$ cat src/chp_pkg.sv
package chp_pkg;

   localparam int DEPTH       = 4096;
   localparam int ADDR_W      = $clog2(DEPTH);
   localparam int CNT_W       = ADDR_W + 1;
   localparam int LENGTH_BITS = 16;
   localparam int LEN_W       = 16;
   localparam int POS_W       = 29;
   localparam int LIMIT_W     = 24;
   localparam int VAL_W       = 64;
   localparam int COST_W      = 62;
   localparam int MUL_W       = 33;
   localparam int PROD_W      = 2 * MUL_W;
   localparam int ACC_W       = 96;
   localparam int RAM_W       = POS_W + VAL_W;
   localparam int CSR_ADDR_W  = 3;
   localparam int CSR_DATA_W  = 32;

   localparam logic [POS_W-1:0] POS_MAX = '1;
   localparam logic [CNT_W-1:0] DEPTH_CNT = CNT_W'(DEPTH);

   localparam logic CSR_IDX_GROUP_LIMIT = 1'b0;

   typedef enum logic [4:0] {
      ST_IDLE,
      ST_MUL_T,
      ST_MUL_E,
      ST_MUL_S,
      ST_SAVE_SS,
      ST_RD_CUR,
      ST_MUL_CUR,
      ST_SUM_CUR,
      ST_RD_NXT,
      ST_MUL_NXT,
      ST_SUM_NXT,
      ST_ADV,
      ST_FIN,
      ST_Y,
      ST_RD_A,
      ST_RD_B,
      ST_DIFF,
      ST_P1L,
      ST_P1H,
      ST_P2L,
      ST_P2H,
      ST_P2S,
      ST_P2N,
      ST_CMP,
      ST_WRITE,
      ST_DONE
   } state_type;

   typedef enum logic [4:0] {
      OP_NOP,
      OP_MUL_T,
      OP_MUL_E,
      OP_MUL_S,
      OP_SAVE_SS,
      OP_RD_CUR,
      OP_MUL_X,
      OP_SUM_CUR,
      OP_RD_NXT,
      OP_SUM_NXT,
      OP_ADV,
      OP_FIN,
      OP_Y,
      OP_RD_A,
      OP_RD_B,
      OP_DIFF,
      OP_P1L,
      OP_P1H,
      OP_P2L,
      OP_P2H,
      OP_P2S,
      OP_P2N,
      OP_POP,
      OP_WRITE
   } dp_op_type;

   typedef struct packed {
      dp_op_type op;
      logic      in_load;
      logic      out_load;
   } dp_cmd_type;

   typedef struct packed {
      logic start;
      logic cnt_gt0;
      logic cnt_gt1;
      logic cnt_gt2;
      logic has_next;
      logic has_next2;
      logic full;
      logic better;
      logic pop;
   } dp_status_type;

endpackage

$ cat src/chp_ctrl.sv
module chp_ctrl
   import chp_pkg::*;
(
   input  logic          clock,
   input  logic          reset,
   input  logic          req_tvalid,
   output logic          req_tready,
   output logic          rsp_tvalid,
   input  logic          rsp_tready,
   input  dp_status_type status,
   output dp_cmd_type    cmd
);

   state_type state_ff, state_in;
   logic      rsp_valid_ff, rsp_valid_in;

   always_ff @(posedge clock) begin
      if (reset) begin
         state_ff     <= ST_IDLE;
         rsp_valid_ff <= 1'b0;
      end else begin
         state_ff     <= state_in;
         rsp_valid_ff <= rsp_valid_in;
      end
   end

   assign rsp_tvalid = rsp_valid_ff;

   always_comb begin
      state_in     = state_ff;
      cmd.op       = OP_NOP;
      cmd.in_load  = 1'b0;
      cmd.out_load = 1'b0;
      req_tready   = 1'b0;
      rsp_valid_in = rsp_valid_ff && !rsp_tready;
      unique case (state_ff)
         ST_IDLE: begin
            req_tready = 1'b1;
            if (req_tvalid) begin
               cmd.in_load = 1'b1;
               state_in    = ST_MUL_T;
            end
         end
         ST_MUL_T: begin
            cmd.op   = OP_MUL_T;
            state_in = ST_MUL_E;
         end
         ST_MUL_E: begin
            cmd.op   = OP_MUL_E;
            state_in = ST_MUL_S;
         end
         ST_MUL_S: begin
            cmd.op   = OP_MUL_S;
            state_in = ST_SAVE_SS;
         end
         ST_SAVE_SS: begin
            cmd.op = OP_SAVE_SS;
            if (!status.start && status.cnt_gt0) begin
               state_in = ST_RD_CUR;
            end else if (status.full) begin
               state_in = ST_DONE;
            end else begin
               state_in = ST_Y;
            end
         end
         ST_RD_CUR: begin
            cmd.op   = OP_RD_CUR;
            state_in = ST_MUL_CUR;
         end
         ST_MUL_CUR: begin
            cmd.op   = OP_MUL_X;
            state_in = ST_SUM_CUR;
         end
         ST_SUM_CUR: begin
            cmd.op   = OP_SUM_CUR;
            state_in = status.has_next ? ST_RD_NXT : ST_FIN;
         end
         ST_RD_NXT: begin
            cmd.op   = OP_RD_NXT;
            state_in = ST_MUL_NXT;
         end
         ST_MUL_NXT: begin
            cmd.op   = OP_MUL_X;
            state_in = ST_SUM_NXT;
         end
         ST_SUM_NXT: begin
            cmd.op   = OP_SUM_NXT;
            state_in = ST_ADV;
         end
         ST_ADV: begin
            cmd.op   = OP_ADV;
            state_in = (status.better && status.has_next2) ? ST_RD_NXT : ST_FIN;
         end
         ST_FIN: begin
            cmd.op   = OP_FIN;
            state_in = status.full ? ST_DONE : ST_Y;
         end
         ST_Y: begin
            cmd.op   = OP_Y;
            state_in = status.cnt_gt1 ? ST_RD_A : ST_WRITE;
         end
         ST_RD_A: begin
            cmd.op   = OP_RD_A;
            state_in = ST_RD_B;
         end
         ST_RD_B: begin
            cmd.op   = OP_RD_B;
            state_in = ST_DIFF;
         end
         ST_DIFF: begin
            cmd.op   = OP_DIFF;
            state_in = ST_P1L;
         end
         ST_P1L: begin
            cmd.op   = OP_P1L;
            state_in = ST_P1H;
         end
         ST_P1H: begin
            cmd.op   = OP_P1H;
            state_in = ST_P2L;
         end
         ST_P2L: begin
            cmd.op   = OP_P2L;
            state_in = ST_P2H;
         end
         ST_P2H: begin
            cmd.op   = OP_P2H;
            state_in = ST_P2S;
         end
         ST_P2S: begin
            cmd.op   = OP_P2S;
            state_in = ST_P2N;
         end
         ST_P2N: begin
            cmd.op   = OP_P2N;
            state_in = ST_CMP;
         end
         ST_CMP: begin
            if (status.pop) begin
               cmd.op   = OP_POP;
               state_in = status.cnt_gt2 ? ST_RD_A : ST_WRITE;
            end else begin
               state_in = ST_WRITE;
            end
         end
         ST_WRITE: begin
            cmd.op   = OP_WRITE;
            state_in = ST_DONE;
         end
         ST_DONE: begin
            if (!rsp_valid_ff || rsp_tready) begin
               cmd.out_load = 1'b1;
               rsp_valid_in = 1'b1;
               state_in     = ST_IDLE;
            end
         end
         default: begin
            state_in = ST_IDLE;
         end
      endcase
   end

endmodule

$ cat config.mk
export PLATFORM = sky130hd
export DESIGN_NAME = chp_ctrl
export DESIGN_NICKNAME = d
export VERILOG_FILES = /design/src/chp_pkg.sv /design/src/chp_ctrl.sv
export SDC_FILE = /design/constraint.sdc
export NUM_CORES = 1
export LEC_CHECK = 0
export BUFFER_PORTS_ARGS = -buffer_cell sky130_fd_sc_hd__buf_2
export CAP_MARGIN = 20
export CORE_MARGIN = 1
export CORE_UTILIZATION = 45
export DETAILED_ROUTE_END_ITERATION = 8
export GPL_TIMING_DRIVEN = 1
export HOLD_SLACK_MARGIN = 0.08
export PLACE_DENSITY_LB_ADDON = 0.25
export SETUP_SLACK_MARGIN = 0.05
export SYNTH_ARGS = -nofsm -noshare
export SYNTH_HDL_FRONTEND = slang
export SYNTH_SLANG_ARGS = --single-unit
$ cat constraint.sdc
create_clock -name clock -period 1.5 [get_ports clock]
set_input_delay 0.15 -clock clock [delete_from_list [all_inputs] [get_ports clock]]
set_output_delay 0.15 -clock clock [all_outputs]
set_load 0.01 [all_outputs]
==> flow_summary.json <==
{
  "violations": "negative setup slack",
  "io_buffers": 21,
  "worst_slew_pin_slew_ns": 0.263,
  "yosys.area.top_type": "dfxtp_1",
  "skew_ns": 0.00950,
  "antenna_cells": 0,
  "grt_pass1_vias": 894,
  "die_y_um": 42.8,
  "cp.arrival_ns": 1.40,
  "clk_pin_slew_ns": 0.05,
  "setup_viol_count_final": 2,
  "timing.hold.ws_ns": 0.183,
  "initial_core_util_pct": 49.3,
  "startpoint": "state_ff[2]$_SDFFE_PP0P_",
  "finalCritPeriodShare_pct": 103,
  "coreArea_mm2": 0.00152,
  "postRouteAntennaNets": 0,
  "slowest_delay_ns": 0.42,
  "drive_gt1_share_pct": 51.8,
  "finalHoldViolCount": 0,
  "critPathRequiredTime_ns": 1.35,
  "drv_slew": 0,
  "cts_buffers": 3,
  "final_core_util_pct": 74.7,
  "std_cell_rows": 14,
  "wl_per_cell_um": 16.2,
  "overflow": 0,
  "slowest_stage": "dfxtp_4",
  "yosysMostFrequentCell": "nor2_1",
  "synth-seq-area-share_pct": 16.0,
  "dp_slack_ns": 0.0354,
  "cts_root_buf": "clkbuf_4",
  "fin_nets": 156,
  "critPathBufInv": 3,
  "synth_cell_types": 39,
  "synth_ff_type": "dfxtp_1",
  "wirelength_um": 2540,
  "io_pins": 22,
  "hpwl_um": 1460,
  "rsz0062_at_grt": "yes",
  "r2r-start": "state_ff[4]$_SDFFE_PP0P_",
  "ir_worst_vdd_v": 0.000505,
  "path_cells": "buf_6 > inv_2 > o32a_1 > o21ai_1 > buf_2",
  "synthCells": 101,
  "via_per_inst": 6.09,
  "cts_tree": "built",
  "r2r-end": "state_ff[4]$_SDFFE_PP0P_",
  "synth_nets": 114,
  "clockBufferDepth": 2,
  "cp-start-kind": "register",
  "ys_top_cells_by_count": "nor2_1, a21oi_1, dfxtp_1, nand2_1, nand2b_1",
  "worst_setup_path_end_kind": "output port",
  "dieArea_mm2": 0.00184,
  "synth_warnings": 0,
  "cts_sinks": 6,
  "relSlewSlack_pct": 82.4,
  "critical-path-top-delay-family": "flip-flops",
  "power_density_mw_per_mm2": 648,
  "grt_max_degree": 15,
  "syn2layout_area_growth_pct": 51.7,
  "clock_latency_ns": 0.25,
  "path_depth": 5,
  "drc": 0,
  "grt_usage_pct": 28.3,
  "syn-cell-area_um2": 751,
  "r2r_slack_ns": 0.02,
  "layout_setup_ws_ns": -0.0452,
  "clock.fmax_mhz": 647,
  "antenna_found_initial": 0,
  "power.leakage_nw": 0.496,
  "drt_iter0_markers": 30,
  "ys_ff_latch": 6,
  "cap_violations": 0,
  "gp_congestion": 0.877,
  "status": "finished with violations",
  "cp_max_fo": 8,
  "synthArstFlopShare_pct": 0,
  "synth_top_cells_by_area": "dfxtp_1, buf_6, a21oi_1",
  "r2r_cells": 5,
  "synth_area_per_cell_um2": 7.43,
  "fill_cells": 124,
  "grt_pass1_wl_um": 3930,
  "yosysTopAreaCellShare_pct": 16.0,
  "critPathKind": "reg -> out",
  "synth-edff-count": 0,
  "period_minus_slack_ns": 1.55,
  "crit_end": "cmd[4]",
  "die_x_um": 42.8,
  "htreeDepth": 1,
  "drt-pass1-iter-count": 4,
  "vias": 956,
  "hp-class": "in -> reg"
}
## worst register-to-register path, stage by stage, from the launching register on
cell and delay [ns]:
dfxtp_4 0.36, bufbuf_16 0.28, nor4b_4 0.30, o211ai_1 0.13, o21a_1 0.16, a41oi_2 0.16
## metal layers
metal,vias to the layer above,global-route usage (%),part of all wire (%)
li1,454,-,-
met1,456,32.2,44
met2,38,49.1,51
met3,8,4.68,4.1
met4,0,15.6,1.7
met5,-,0,0
## cell families (layout without fill, tap and decap cells)
kind of cell    Yosys count  in the layout  synth area share, %
flops                     6              6                 16.0
compound gates           38             38                 35.0
simple gates             40             40                 30.8
mux                       1              1                 1.50
buf+inv                  13             53                 13.2
xor+xnor                  3              3                 3.50
## sequential cells by signal, indices dropped and copies added (netlist names)
register / count
state_ff: 5
rsp_tvalid: 1
## where the power goes
group,internal (W),switching [W],leakage (nW)
sequential,0.000171,0.0000245,0.0519
clock,0.0000909,0.0000632,0.0138
combinational,0.000193,0.000195,0.431
## cells in the final DEF (no fill, tap or decap), types with 2 or more instances in the layout
cell,count
buf_4,18
buf_2,21
nand2_1,5
nor2_2,3
o22ai_1,2
inv_1,3
o21ai_1,4
a21o_1,2
buf_12,2
buf_6,3
o21a_1,2
clkbuf_4,3
nor2_1,8
o21ai_0,4
nor2b_2,2
nor2b_1,3
nand2b_1,5
a21oi_1,8
dfxtp_1,2
nand3_1,2
and2_1,2
dfxtp_4,4
a22oi_1,3
xnor2_1,2
## repair_timing
item	CTS	global route
setup buffers	9	4
endpoints found under the setup margin	9	11
hold endpoints to repair	0	0
cloned	1	0
pin swaps	2	6
gates resized for setup	19	8
hold buffers	0	0
## final cells by class
class / count / area (um2) / share of cell area [%]
Clock buffer: 3 / 22.5 / 1.98
Inverter: 4 / 15.0 / 1.32
Multi-Input combinational cell: 82 / 584 / 51.3
Sequential cell: 6 / 135 / 11.9
Tap cell: 16 / 20.0 / 1.76
Timing Repair Buffer: 46 / 362 / 31.8
## worst min path at each step
stage / start / endpoint / slack (ns) / cells after the start
CTS: reset / state_ff[4]$_SDFFE_PP0P_ / 0.16 / 2
global placement: reset / state_ff[4]$_SDFFE_PP0P_ / 0.41 / 2
floorplan: reset / state_ff[4]$_SDFFE_PP0P_ / 0.21 / 1
finish: reset / state_ff[0]$_SDFFE_PP0P_ / 0.18 / 2
detailed placement: reset / state_ff[4]$_SDFFE_PP0P_ / 0.43 / 2
global route: reset / state_ff[3]$_SDFFE_PP0P_ / 0.18 / 2
## per-stage QoR
step | instance area, um2 | TNS [ns] | cells | total power (W)
floorplan | 751 | 0 | 101 | 0.000408
global route | 1140 | -0.353 | 157 | 0.000787
CTS | 1070 | -0.00112 | 153 | 0.000707
finish | 1140 | -0.0471 | 157 | 0.000737
detailed placement | 900 | 0 | 140 | 0.000506
global placement | 900 | 0 | 140 | 0.000497
No activity file was read; power rests on OpenSTA's default activity.
